### src/hw/rtl/csp_pkg.sv
package csp_pkg;

    // format_select codes
    localparam logic [1:0] FMT_HEX6 = 2'd0;
    localparam logic [1:0] FMT_HEX3 = 2'd1;
    localparam logic [1:0] FMT_RGB  = 2'd2;

    localparam int QUEUE_DEPTH_DEF = 4;

    // character codes
    localparam logic [7:0] CH_HASH   = 8'd35;
    localparam logic [7:0] CH_LPAREN = 8'd40;
    localparam logic [7:0] CH_RPAREN = 8'd41;
    localparam logic [7:0] CH_COMMA  = 8'd44;
    localparam logic [7:0] CH_SPACE  = 8'd32;
    localparam logic [7:0] CH_TAB    = 8'd9;
    localparam logic [7:0] CH_CR     = 8'd13;
    localparam logic [7:0] CH_ZERO   = 8'd48;
    localparam logic [7:0] CH_NINE   = 8'd57;
    localparam logic [7:0] CH_UA     = 8'd65;
    localparam logic [7:0] CH_UF     = 8'd70;
    localparam logic [7:0] CH_LA     = 8'd97;
    localparam logic [7:0] CH_LF     = 8'd102;
    localparam logic [7:0] CH_LB     = 8'd98;
    localparam logic [7:0] CH_LG     = 8'd103;
    localparam logic [7:0] CH_LR     = 8'd114;

    // one classified character as it sits in the queue
    typedef struct packed {
        logic       is_hash;
        logic       is_r;
        logic       is_g;
        logic       is_b;
        logic       is_lparen;
        logic       is_rparen;
        logic       is_comma;
        logic       is_space;
        logic       is_digit;
        logic       is_hex;
        logic [3:0] nib;
        logic       last;
    } t_char_info;

    function automatic t_char_info classify(input logic [7:0] c, input logic last);
        t_char_info info;
        logic [7:0] ofs;
        info           = '0;
        ofs            = 8'd0;
        info.is_hash   = (c == CH_HASH);
        info.is_r      = (c == CH_LR);
        info.is_g      = (c == CH_LG);
        info.is_b      = (c == CH_LB);
        info.is_lparen = (c == CH_LPAREN);
        info.is_rparen = (c == CH_RPAREN);
        info.is_comma  = (c == CH_COMMA);
        info.is_space  = ((c >= CH_TAB) && (c <= CH_CR)) || (c == CH_SPACE);
        info.is_digit  = (c >= CH_ZERO) && (c <= CH_NINE);
        info.last      = last;
        if (info.is_digit) begin
            ofs         = c - CH_ZERO;
            info.is_hex = 1'b1;
        end else if ((c >= CH_LA) && (c <= CH_LF)) begin
            ofs         = c - CH_LA + 8'd10;
            info.is_hex = 1'b1;
        end else if ((c >= CH_UA) && (c <= CH_UF)) begin
            ofs         = c - CH_UA + 8'd10;
            info.is_hex = 1'b1;
        end
        info.nib = ofs[3:0];
        return info;
    endfunction

endpackage

### src/hw/rtl/csp_front.sv
module csp_front
    import csp_pkg::*;
#(
    parameter int DEPTH = QUEUE_DEPTH_DEF
) (
    input  logic       i_clk,
    input  logic       i_rst_n,
    input  logic       i_valid,
    output logic       o_ready,
    input  logic [7:0] i_char_code,
    input  logic       i_last_char,
    output logic       o_q_valid,
    output t_char_info o_q_item,
    input  logic       i_q_pop
);

    localparam int PW = (DEPTH > 1) ? $clog2(DEPTH) : 1;
    localparam int CW = $clog2(DEPTH + 1);

    t_char_info        r_mem [DEPTH];
    logic [PW-1:0]     r_wr_ptr, r_rd_ptr;
    logic [CW-1:0]     r_count;
    logic              push, pop;

    assign o_ready   = (r_count != CW'(DEPTH));
    assign o_q_valid = (r_count != '0);
    assign o_q_item  = r_mem[r_rd_ptr];
    assign push      = i_valid && o_ready;
    assign pop       = i_q_pop && o_q_valid;

    // classify on the way in so the back end only sees flags
    always_ff @(posedge i_clk) begin
        if (push) begin
            r_mem[r_wr_ptr] <= classify(i_char_code, i_last_char);
        end
    end

    always_ff @(posedge i_clk) begin
        if (!i_rst_n) begin
            r_wr_ptr <= '0;
            r_rd_ptr <= '0;
            r_count  <= '0;
        end else begin
            if (push) begin
                r_wr_ptr <= (r_wr_ptr == PW'(DEPTH - 1)) ? '0 : r_wr_ptr + 1'b1;
            end
            if (pop) begin
                r_rd_ptr <= (r_rd_ptr == PW'(DEPTH - 1)) ? '0 : r_rd_ptr + 1'b1;
            end
            if (push && !pop) begin
                r_count <= r_count + 1'b1;
            end else if (pop && !push) begin
                r_count <= r_count - 1'b1;
            end
        end
    end

endmodule

### src/hw/rtl/csp_back.sv
module csp_back
    import csp_pkg::*;
(
    input  logic        i_clk,
    input  logic        i_rst_n,
    input  logic [1:0]  i_fmt,
    input  logic        i_clear,
    input  logic        i_q_valid,
    input  t_char_info  i_q_item,
    output logic        o_q_pop,
    output logic        o_out_valid,
    input  logic        i_out_ready,
    output logic        o_matched,
    output logic [31:0] o_first_value,
    output logic [31:0] o_second_value,
    output logic [31:0] o_third_value
);

    localparam logic [2:0] PH_START  = 3'd0;
    localparam logic [2:0] PH_G      = 3'd1;
    localparam logic [2:0] PH_B      = 3'd2;
    localparam logic [2:0] PH_PAREN  = 3'd3;
    localparam logic [2:0] PH_HEX    = 3'd4;
    localparam logic [2:0] PH_LEAD   = 3'd5;
    localparam logic [2:0] PH_DIGITS = 3'd6;
    localparam logic [2:0] PH_TRAIL  = 3'd7;

    localparam logic [1:0] DEC_NONE  = 2'd0;
    localparam logic [1:0] DEC_MATCH = 2'd1;
    localparam logic [1:0] DEC_FAIL  = 2'd2;

    logic [2:0]  r_phase, n_phase;
    logic [1:0]  r_idx, n_idx;
    logic        r_cnt, n_cnt;
    logic [1:0]  r_dec, n_dec;
    logic [31:0] r_store [3];
    logic [31:0] n_store [3];
    logic        r_out_valid;
    logic        r_matched;
    logic [31:0] r_val [3];

    logic        pop;
    logic        wr_en;
    logic [31:0] wr_val;
    logic [31:0] cur;
    logic        ok;
    t_char_info  it;

    assign it = i_q_item;
    // a last character needs the output slot free or draining
    assign pop     = i_q_valid && (!it.last || !r_out_valid || i_out_ready);
    assign o_q_pop = pop;

    always_comb begin
        unique case (r_idx)
            2'd0:    cur = r_store[0];
            2'd1:    cur = r_store[1];
            default: cur = r_store[2];
        endcase
    end

    always_comb begin
        n_phase = r_phase;
        n_idx   = r_idx;
        n_cnt   = r_cnt;
        n_dec   = r_dec;
        wr_en   = 1'b0;
        wr_val  = {28'd0, it.nib};
        if (r_dec == DEC_NONE) begin
            unique case (r_phase)
                PH_START: begin
                    if ((i_fmt == FMT_HEX6 || i_fmt == FMT_HEX3) && it.is_hash) begin
                        n_phase = PH_HEX;
                    end else if (i_fmt == FMT_RGB && it.is_r) begin
                        n_phase = PH_G;
                    end else begin
                        n_dec = DEC_FAIL;
                    end
                end
                PH_G: begin
                    if (it.is_g) n_phase = PH_B; else n_dec = DEC_FAIL;
                end
                PH_B: begin
                    if (it.is_b) n_phase = PH_PAREN; else n_dec = DEC_FAIL;
                end
                PH_PAREN: begin
                    if (it.is_lparen) begin
                        n_phase = PH_LEAD;
                        n_idx   = 2'd0;
                    end else begin
                        n_dec = DEC_FAIL;
                    end
                end
                PH_HEX: begin
                    if (!it.is_hex) begin
                        n_dec = DEC_FAIL;
                    end else begin
                        wr_en  = 1'b1;
                        wr_val = {cur[27:0], it.nib};
                        if (i_fmt == FMT_HEX6 && !r_cnt) begin
                            n_cnt = 1'b1;
                        end else begin
                            n_cnt = 1'b0;
                            if (r_idx == 2'd2) n_dec = DEC_MATCH;
                            else               n_idx = r_idx + 2'd1;
                        end
                    end
                end
                PH_LEAD: begin
                    if (it.is_digit) begin
                        wr_en   = 1'b1;
                        n_phase = PH_DIGITS;
                    end else if (!it.is_space) begin
                        n_dec = DEC_FAIL;
                    end
                end
                PH_DIGITS, PH_TRAIL: begin
                    if (r_phase == PH_DIGITS && it.is_digit) begin
                        wr_en  = 1'b1;
                        wr_val = (cur << 3) + (cur << 1) + {28'd0, it.nib};
                    end else if (it.is_space) begin
                        n_phase = PH_TRAIL;
                    end else if (r_idx != 2'd2 && it.is_comma) begin
                        n_idx   = r_idx + 2'd1;
                        n_phase = PH_LEAD;
                    end else if (r_idx == 2'd2 && it.is_rparen) begin
                        n_dec = DEC_MATCH;
                    end else begin
                        n_dec = DEC_FAIL;
                    end
                end
                default: n_dec = DEC_FAIL;
            endcase
        end
    end

    always_comb begin
        for (int k = 0; k < 3; k++) begin
            n_store[k] = (wr_en && r_idx == 2'(k)) ? wr_val : r_store[k];
        end
    end

    assign ok = (n_dec == DEC_MATCH);

    always_ff @(posedge i_clk) begin
        if (!i_rst_n || i_clear || (pop && it.last)) begin
            r_phase <= PH_START;
            r_idx   <= 2'd0;
            r_cnt   <= 1'b0;
            r_dec   <= DEC_NONE;
            for (int k = 0; k < 3; k++) r_store[k] <= 32'd0;
        end else if (pop) begin
            r_phase <= n_phase;
            r_idx   <= n_idx;
            r_cnt   <= n_cnt;
            r_dec   <= n_dec;
            for (int k = 0; k < 3; k++) r_store[k] <= n_store[k];
        end
    end

    always_ff @(posedge i_clk) begin
        if (!i_rst_n) begin
            r_out_valid <= 1'b0;
        end else if (pop && it.last) begin
            r_out_valid <= 1'b1;
        end else if (i_out_ready) begin
            r_out_valid <= 1'b0;
        end
    end

    always_ff @(posedge i_clk) begin
        if (pop && it.last) begin
            r_matched <= ok;
            for (int k = 0; k < 3; k++) r_val[k] <= ok ? n_store[k] : 32'd0;
        end
    end

    assign o_out_valid    = r_out_valid;
    assign o_matched      = r_matched;
    assign o_first_value  = r_val[0];
    assign o_second_value = r_val[1];
    assign o_third_value  = r_val[2];

endmodule

### src/hw/rtl/color_string_parser.sv
// A transferred character is queued and reaches the parser at the queue head;
// the result of a last character is on o_out_valid right after the edge that pops it.
// The parser takes one character per cycle, with one multiply-by-ten add per step;
// a stalled output slot holds back only last characters.
// Reset (i_rst_n low, synchronous): format back to six-digit hex, queue emptied,
// parse state cleared, no result pending.
module color_string_parser
    import csp_pkg::*;
#(
    parameter int QUEUE_DEPTH = QUEUE_DEPTH_DEF
) (
    input  logic        i_clk,
    input  logic        i_rst_n,
    // configuration
    input  logic        i_cfg_wr_en,
    input  logic [1:0]  i_cfg_wr_data,
    // character channel
    input  logic        i_in_valid,
    output logic        o_in_ready,
    input  logic [7:0]  i_char_code,
    input  logic        i_last_char,
    // result channel
    output logic        o_out_valid,
    input  logic        i_out_ready,
    output logic        o_matched,
    output logic [31:0] o_first_value,
    output logic [31:0] o_second_value,
    output logic [31:0] o_third_value
);

    logic [1:0] r_format;
    logic       q_valid;
    logic       q_pop;
    t_char_info q_item;

    // format register; a write also drops any string in progress
    always_ff @(posedge i_clk) begin
        if (!i_rst_n) begin
            r_format <= FMT_HEX6;
        end else if (i_cfg_wr_en) begin
            r_format <= i_cfg_wr_data;
        end
    end

    // front: takes transfers, classifies each character, queues it
    csp_front #(
        .DEPTH (QUEUE_DEPTH)
    ) u_front (
        .i_clk       (i_clk),
        .i_rst_n     (i_rst_n),
        .i_valid     (i_in_valid),
        .o_ready     (o_in_ready),
        .i_char_code (i_char_code),
        .i_last_char (i_last_char),
        .o_q_valid   (q_valid),
        .o_q_item    (q_item),
        .i_q_pop     (q_pop)
    );

    // back: format state machine, component accumulators, result register
    csp_back u_back (
        .i_clk          (i_clk),
        .i_rst_n        (i_rst_n),
        .i_fmt          (r_format),
        .i_clear        (i_cfg_wr_en),
        .i_q_valid      (q_valid),
        .i_q_item       (q_item),
        .o_q_pop        (q_pop),
        .o_out_valid    (o_out_valid),
        .i_out_ready    (i_out_ready),
        .o_matched      (o_matched),
        .o_first_value  (o_first_value),
        .o_second_value (o_second_value),
        .o_third_value  (o_third_value)
    );

    // a pending result is never overwritten by the next string's end
    assert property (@(posedge i_clk) disable iff (!i_rst_n)
        (o_out_valid && !i_out_ready && q_pop) |-> !q_item.last)
        else $error("result overwritten while stalled");

    // failed strings report all-zero values
    assert property (@(posedge i_clk) disable iff (!i_rst_n)
        (o_out_valid && !o_matched) |->
        (o_first_value == 32'd0 && o_second_value == 32'd0 && o_third_value == 32'd0))
        else $error("nonzero values on a failed string");

    // three-digit hex yields one nibble per component
    assert property (@(posedge i_clk) disable iff (!i_rst_n)
        (o_out_valid && o_matched && r_format == FMT_HEX3) |->
        (o_first_value < 32'd16 && o_second_value < 32'd16 && o_third_value < 32'd16))
        else $error("short hex component out of range");

endmodule
### config.mk
export PLATFORM = sky130hd
export DESIGN_NAME = color_string_parser
export DESIGN_NICKNAME = d
export VERILOG_FILES = /design/src/hw/rtl/csp_pkg.sv /design/src/hw/rtl/csp_front.sv /design/src/hw/rtl/csp_back.sv /design/src/hw/rtl/color_string_parser.sv
export SDC_FILE = /design/constraint.sdc
export NUM_CORES = 1
export LEC_CHECK = 0
export ABC_AREA = 1
export BUFFER_PORTS_ARGS = -buffer_cell sky130_fd_sc_hd__buf_4
export CAP_MARGIN = 10
export CORE_AREA = 2 2 111 220
export DETAILED_ROUTE_END_ITERATION = 10
export DIE_AREA = 0 0 113 222
export GPL_TIMING_DRIVEN = 0
export MAX_ROUTING_LAYER = met4
export PLACE_DENSITY = 0.85
export SLEW_MARGIN = 20
export SYNTH_ARGS = -nofsm -noshare
export SYNTH_HDL_FRONTEND = slang
export SYNTH_SLANG_ARGS = --single-unit
### constraint.sdc
create_clock -name i_clk -period 6.3 [get_ports i_clk]
set_clock_uncertainty 0.1 [all_clocks]
set_input_delay 1.89 -clock i_clk [delete_from_list [all_inputs] [get_ports i_clk]]
set_output_delay 1.89 -clock i_clk [all_outputs]
set_load 0.1 [all_outputs]
==> results.md, run 1 <==
* Synth cell types at 44
* TritonCTS clock tree: done
* Total Neg Setup Slack at 0 ps
* DRT antenna net count at 0
* Most frequent cells after synthesis: nand2_1, edfxtp_1, nor2_1
* Max FO, Critical Path at 10
* Worst Tran Pin Value at approximately 940 ps
* Worst path required time at 6590 ps
* CTS buffer count at 23
* Floorplan row count at 79
* Prevailing post-synth register cell: edfxtp_1
* Sequential element share of the synthesized area at 0.525
* DR vias at 13400
* RSZ-0062 raised after global routing: no
* Power density cells at 498 nW/um^2
* Async SR Flop Fraction at 0
* Initial DRC Count at 1262
* Nature of the critical path endpoint: flip-flop
* Post-Synthesis Cells at about 1800
* Final min period at 5920 ps
* Met3 wire len at 2.89 mm
* Mapped Nets at 1870
* Startpoint types: flip-flop
* Post-CTS Setup Inserts at 0
* #FFs+latches synth at 273
* Power Total at 8.58 mW
* Clock-pin slew on the worst setup and hold paths at 70 ps
* Largest net degree at the start of global routing at 53
* DR DRC count at 6
* Vias per cell at 6.04
* Met1 wire length at between 10 and 15 mm
* Slew Limit Fails at 0
* Syn Area/Cell at 8.56 um^2
* Resized Gates After CTS at 0
* Final period utilization at 0.939
* Failing checks: DRC
* Placed Area at 16600 um^2
* Fillers at 1793
* Post-DR wirelength/cell at 22.1 um
* Clk_lat worst skew at 560 ps
* Area grow syn2layout at 13.3%
* Final hold viol count at 0
* Hold Worst Slack at between 300 and 400 ps
* EDFF count, synth at 253
* F_max at roughly 170 MHz
* DIE AREA at roughly 25000 um^2
* Kind of critical path: flip-flop to flip-flop
* Yosys warns at 0
* Initial antenna violation count at 0
* I/O Buffers at 114
* DP HPWL at 37.8 mm
* First-pass GRT wire length at approximately 73 mm
* Final setup viols at 0
* Critical R2R Launch: u_back.r_idx[1]
* Total GRT Usage at 0.403
* Design area at 17200 um^2
* Ports at around 120
* Initial core utilization at 0.653
* Synth Cell Area at 15200 um^2
* Synth top area cells: edfxtp_1, nand2_1, ha_1
* Status: finished, violations left
* Synth area leader: edfxtp_1
* Most common cell in the netlist: nand2_1
* Final core utilization at 0.739
* VDD IR max at 513 uV
* Share of the synthesized area in the top cell type at 0.499
* Clk root buf: clkbuf_16
* Leakage at 7.51 nW
* Final #Nets at 2015
* Core ar. at 23300 um^2
* Hold path startpoint: u_back.r_cnt
* # clock sinks at between 200 and 300
* CP startpoint: u_back.r_idx[1]
* Drt pass-1 iters at 11
* GP Congestion at roughly 0.99
* Die Height at 222 um
* Number of global-route vias before repair at 13600
* Slew HR at 0.365
* Share of cells above drive strength 1 at 0.121
* Post-CTS Hold Buffers at 0
* Global route overflow at 0
* Die width at roughly 110 um
* Worst hold path type: flip-flop to flip-flop
* Max_cap viols at 0
* Htree depth at 1
* Post-Route WL at 49.1 mm
* Top Metal Used: met4
* # diodes at 0
* Max Buffers Root-to-Sink at 3
* WP data arrival at 6210 ps
* WL met2 at 25.8 mm
-- critical path, cell delays in order, from the launching register on --
cell	delay [ps]
dfxtp_1	370
inv_1	80
ha_1	180
clkbuf_1	270
nor2_1	700
buf_2	390
buf_1	580
nand2_1	120
nand3_1	240
ha_1	280
ha_1	370
nand2_1	150
nor2_1	150
inv_1	80
nor2_1	200
nand4_1	120
nand3_1	210
nor2_1	60
o21ai_0	650
nand3_1	220
a21oi_1	230
-- cell usage in the layout, fill, tap and decap left out, types with 6 or more instances in the layout --
master     instances
nor2_2            10
buf_6             12
a22o_1             9
edfxtp_1         253
o21ai_1           24
nor2_1           200
nand2_2            6
buf_2             37
ha_1              72
nand2_1          500
nor3_1            13
inv_1            183
dfxtp_1           20
a21oi_1          142
inv_2              8
clkbuf_1          21
nand3_1          127
clkbuf_16         23
o22ai_1           14
o21ai_0           74
clkinv_1           8
buf_4            118
nand4_1            7
-- logic make-up (layout without fill, tap and decap cells) --
family | after synthesis | after routing | share of synthesized area
simple gates | 878 | 878 | 0.234
compound gates | 285 | 285 | 0.102
flops | 273 | 273 | 0.525
buf+inv | 263 | 423 | 0.0730
fa+ha+maj | 75 | 75 | 0.0631
mux | 3 | 3 | 0.00205
xor+xnor | 2 | 2 | 0.00115
-- power by group --
part / leakage [nW] / switching (mW) / internal, mW
clock network: 0.334 / 0.676 / 0.716
logic: 4.33 / 3.52 / 0.888
registers: 2.85 / 0.209 / 2.57
-- stage by stage --
step | setup slack (ps) | std cells
global route | 250 | 2222
finish | 384 | 2222
global placement | 238 | 2176
floorplan | 1560 | 1779
CTS | 594 | 2222
detailed placement | 660 | 2182
-- metal layers --
metal,vias to the layer above,GRT usage
li1,6245,-
met1,6157,0.351
met2,717,0.707
met3,309,0.0517
met4,0,0.397
met5,-,-
-- state kept, by name, indices dropped and copies added (netlist names), 3 cells and up, named ones only --
register and count:
u_back.r_val 96, u_back.r_phase 3, u_front.r_mem 60, u_front.r_count 3
u_back.r_store 96
-- path summary, 6_finish.rpt --
path                            cells past startpoint                   to  slack, ps
worst max-delay path                               20  u_back.r_val[0][54]        380
worst min-delay path                                2         u_back.r_cnt        390
worst max register to register                     20  u_back.r_val[0][54]        380
worst min register to register                      2         u_back.r_cnt        390
-- layout make-up --
type                            instances  area, um^2  share of cell area
Sequential cell                       273        8000               0.464
Multi-Input combinational cell       1243        6130               0.356
Timing Repair Buffer                  120         956              0.0554
Inverter                              195         739              0.0429
Clock buffer                           27         591              0.0342
Buffer                                 68         377              0.0218
Tap cell                              283         354              0.0205
Clock inverter                         13         103             0.00595
No activity file was read; power rests on OpenSTA's default activity.
==> run 2, diff against run 1 <==
--- a/config.mk
+++ b/config.mk
@@ -8,13 +8,14 @@
 export ABC_AREA = 1
 export BUFFER_PORTS_ARGS = -buffer_cell sky130_fd_sc_hd__buf_4
 export CAP_MARGIN = 10
-export CORE_AREA = 2 2 111 220
+export CORE_AREA = 2 2 199 123
 export DETAILED_ROUTE_END_ITERATION = 10
-export DIE_AREA = 0 0 113 222
+export DIE_AREA = 0 0 201 125
 export GPL_TIMING_DRIVEN = 0
 export MAX_ROUTING_LAYER = met4
-export PLACE_DENSITY = 0.85
-export SLEW_MARGIN = 20
+export PLACE_DENSITY = 0.86
+export SLEW_MARGIN = 5
 export SYNTH_ARGS = -nofsm -noshare
 export SYNTH_HDL_FRONTEND = slang
+export SYNTH_HIERARCHICAL = 1
 export SYNTH_SLANG_ARGS = --single-unit
==> run 2 against run 1 <==
Effect of this change: the flow now finishes without violations; first-iteration DRC count rose by 80%; critical path depth stayed put; combinational power down 7.5%; design area rose by 0.16%; sequential power hardly changed; maximum frequency grew 2.8%; synthesized cell count is 2.2% lower; count of clock-buffer cells in the layout unchanged; wire length down 4.3%; die area up 0.16%; power fell by 2.4%.
==> results.md, run 2 <==
* Nature of the critical path endpoint: flip-flop
* Synth area leader: edfxtp_1
* Reg power frac at 0.334 (+0.010)
* Startpoint types: flip-flop
* Non-Filler Instances at 2223 (+0.045%)
* Post-Synth Adder-Cell Area at 0.0634 (+0.000260)
* Worst Tran Pin Value at 1110 ps (+171 ps)
* Sequential element share of the synthesized area at 0.528 (+0.00217)
* Final hold viol count at 0 (unchanged)
* Max Buffers Root-to-Sink at 3 (unchanged)
* DIE AREA at 25100 um^2 (+0.16%)
* TritonCTS clock tree: done
* Number of global-route vias before repair at 12600 (-7.6%)
* Synth Cell Area at 15200 um^2 (-0.41%)
* Top Registers: u_back/r_store x96, u_back/r_val x96, u_front/r_mem x60
* RSZ-0062 raised after global routing: no
* Area grow syn2layout at 14.0%
* CTS buffer count at 25 (+8.7%)
* Placed Cells at 2179 (-0.14%)
* Most common cell in the netlist: nand2_1
* Hold Worst Slack at 383 ps (-9.66 ps)
* Slew Limit Fails at 0 (unchanged)
* # diodes at 0 (unchanged)
* CP peak stage delay at 740 ps (+40 ps)
* Fillers at 1741 (-2.9%)
* Prevailing post-synth register cell: edfxtp_1
* Post-Synth Simple-Gate Area at 0.218 (-0.0158)
* Floorplan row count at 44 (-44%)
* Kind of critical path: flip-flop to flip-flop
* Switching Share at 0.502 (-0.0117)
* Total GRT Usage at 0.384 (-0.0184)
* DRT antenna net count at 0 (unchanged)
* Slew HR at 0.254 (-0.110)
* Worst path slowest cell: o21ai_0
* Global route overflow at 0 (unchanged)
* XOR/XNOR share of the synthesized area at 0.00116 (+0.00000475)
* Yosys warns at 6 (+6)
* Crit path buffers/inverters at 5 (unchanged)
* #FFs+latches synth at 273 (unchanged)
* Clock share of power at 0.179 (+0.017)
* Initial core utilization at 0.645 (-0.00766)
* Int Pwr at 4.18 mW (about the same)
* Post-Route WL at 47.0 mm (-4.3%)
* Share of the synthesized area in the top cell type at 0.501 (+0.00206)
* Final setup viols at 0 (unchanged)
* Compound-Gate Fraction of Synth Area at 0.118 (+0.0168)
* Syn Area/Cell at 8.71 um^2 (+1.8%)
* Max FO, Critical Path at 10 (unchanged)
* Leakage at 7.48 nW (-0.43%)
* Most frequent cells after synthesis: nand2_1, edfxtp_1, nor2_1
* Synth top area cells: edfxtp_1, nand2_1, ha_1
* Worst path required time at 6590 ps (about the same)
* EDFF count, synth at 253 (unchanged)
* Post-CTS Setup Inserts at 0 (unchanged)
* Async SR Flop Fraction at 0 (unchanged)
* I/O Buffers at 113 (-0.88%)
* Psw at 4.20 mW (-4.6%)
* Core ar. at 23500 um^2 (+0.77%)
* Vias per cell at 6.16 (+1.9%)
* Htree depth at 1 (unchanged)
* Resized Gates After CTS at 0 (unchanged)
* Clk_lat worst skew at 550 ps (about the same)
* F_max at 174 MHz (+2.8%)
* Final min period at 5760 ps (-161 ps)
* Ports at 115 (unchanged)
* Most common cell after layout, fill and taps aside: nand2_1
* Clock-pin slew on the worst setup and hold paths at 70 ps (about the same)
* Share of cells above drive strength 1 at 0.120 (-0.000218)
* Initial antenna violation count at 0 (unchanged)
* Initial DRC Count at 2270 (+80%)
* Final period utilization at 0.914 (-0.0255)
* Drt pass-1 iters at 7 (-4)
* DR vias at 13700 (+2.0%)
* Post-DR wirelength/cell at 21.1 um (-4.3%)
* Largest family of logic cells by synthesized area: simple AND/OR/NAND/NOR gates
* Worst hold path type: flip-flop to flip-flop
* CP delay by family, top: simple AND/OR/NAND/NOR gates
* Post-CTS Hold Buffers at 0 (unchanged)
* VDD IR max at 509 uV (-0.79%)
* Final core utilization at 0.735 (-0.00450)
* Mapped Nets at 1831 (-2.1%)
* GP Congestion at 1.00 (+1.0%)
* DP HPWL at 34.8 mm (-8.0%)
* Worst path most repeated cell: nand2_1
* # clock sinks at 273 (unchanged)
* DR DRC count at 0 (-6)
* Final #Nets at 1975 (-2.0%)
* WP data arrival at 6040 ps (-170 ps)
* Commonest cells after routing, fill and taps aside: nand2_1, edfxtp_1, nor2_1, inv_1, a21oi_1
* Largest net degree at the start of global routing at 65 (+23%)
* Synth cell types at 44 (unchanged)
* Mux share of post-synthesis cell area at 0.00140 (-0.000652)
* Clk root buf: clkbuf_16
* Power density cells at 485 nW/um^2 (-2.6%)
* Crit path cell chain: inv_1, ha_1, nor2_1, buf_2, buf_1, nand2_1, nand3_1, ha_1, ha_1, nand2_1, inv_1, a21oi_1, nand2_1, inv_1, nand3_1, nand2_1, nand2_1, o21ai_0, nand3_1, a21oi_1
* Die Height at 125 um (-44%)
* Post-Synthesis Cells at 1740 (-2.2%)
* Gate power share at 0.488 (-0.026)
* First-pass GRT wire length at 71.7 mm (-2.1%)
* Status: complete, no violations
* Max_cap viols at 0 (unchanged)
* Die width at 201 um (+78%)
-- run 2: changes by cell type after synthesis, moves of 5 or more --
cell,change
nand3_1,+6
a22o_1,+5
o22ai_1,+8
buf_1,+5
inv_1,-5
buf_2,-5
o211ai_1,-5
nand2_1,-65
a21oi_1,+33
nor2_1,-24
o21ai_0,+24
o21ai_1,-14
-- run 2: worst register-to-register path: stages, from the launching register on --
cell	delay [ps]
dfxtp_1	340
inv_1	90
ha_1	220
nor2_1	690
buf_2	380
buf_1	590
nand2_1	110
nand3_1	240
ha_1	290
ha_1	370
nand2_1	170
inv_1	50
a21oi_1	250
nand2_1	160
inv_1	70
nand3_1	130
nand2_1	90
nand2_1	40
o21ai_0	740
nand3_1	250
a21oi_1	220
-- run 2: layout make-up --
class                           count  area (um^2)  share of cell area
Buffer                             70          367              0.0212
Clock buffer                       27          633              0.0366
Clock inverter                     17          146             0.00847
Inverter                          186          701              0.0406
Multi-Input combinational cell   1211         6110               0.354
Sequential cell                   273         8000               0.463
Tap cell                          322          403              0.0233
Timing Repair Buffer              117          918              0.0532
-- run 2: path summary, 6_finish.rpt --
kind / slack [ps] / endpoint / cells after the start / startpoint
worst min register to register: 380 / u_back/r_cnt / 2 / u_back/r_cnt
worst min-delay path: 380 / u_back/r_cnt / 2 / u_back/r_cnt
worst max register to register: 540 / u_back/r_store[0][53] / 20 / u_back/r_idx[0]
worst max-delay path: 540 / u_back/r_store[0][53] / 20 / u_back/r_idx[0]
-- run 2: kinds of logic (layout without fill, tap and decap cells) --
kind of cell / after synthesis / count (layout)
buffers and inverters: 256 / 417
DFF: 273 / 273
adders and majority gates: 75 / 75
muxes: 2 / 2
and+or+nand+nor: 798 / 798
AOI/OAI and AO/OA: 334 / 334
xor gates and xnor gates: 2 / 2
-- run 2: power by group through the flow --
stage / Sequential (mW) / Combinational [mW] / Clock [mW]
3_3_place_gp: 2.86 / 3.90 / 0
3_5_place_dp: 2.81 / 4.00 / 0
6_report: 2.80 / 4.08 / 1.50
4_1_cts: 2.79 / 4.03 / 1.51
5_1_grt: 2.84 / 4.25 / 1.57
2_1_floorplan: 4.76 / 1.11 / 0
-- run 2: layer usage --
metal  GRT usage  vias to the layer above  routed length [um]
met1       0.588                     6319               19800
met3       0.120                       95                7920
met2       0.497                     1072               18400
met5           -                        -                   0
li1            -                     6209                   -
met4      0.0806                        0                 858
-- run 2: stage by stage --
step                cell area (um^2)  power (mW)  TNS (ps)  setup WS, ps
floorplan                      15200        5.88         0          1100
global placement               16400        6.76    -54290          -571
detailed placement             16500        6.81         0          1130
CTS                            17300        8.33         0          1020
global route                   17300        8.67         0           501
finish                         17300        8.38         0           544
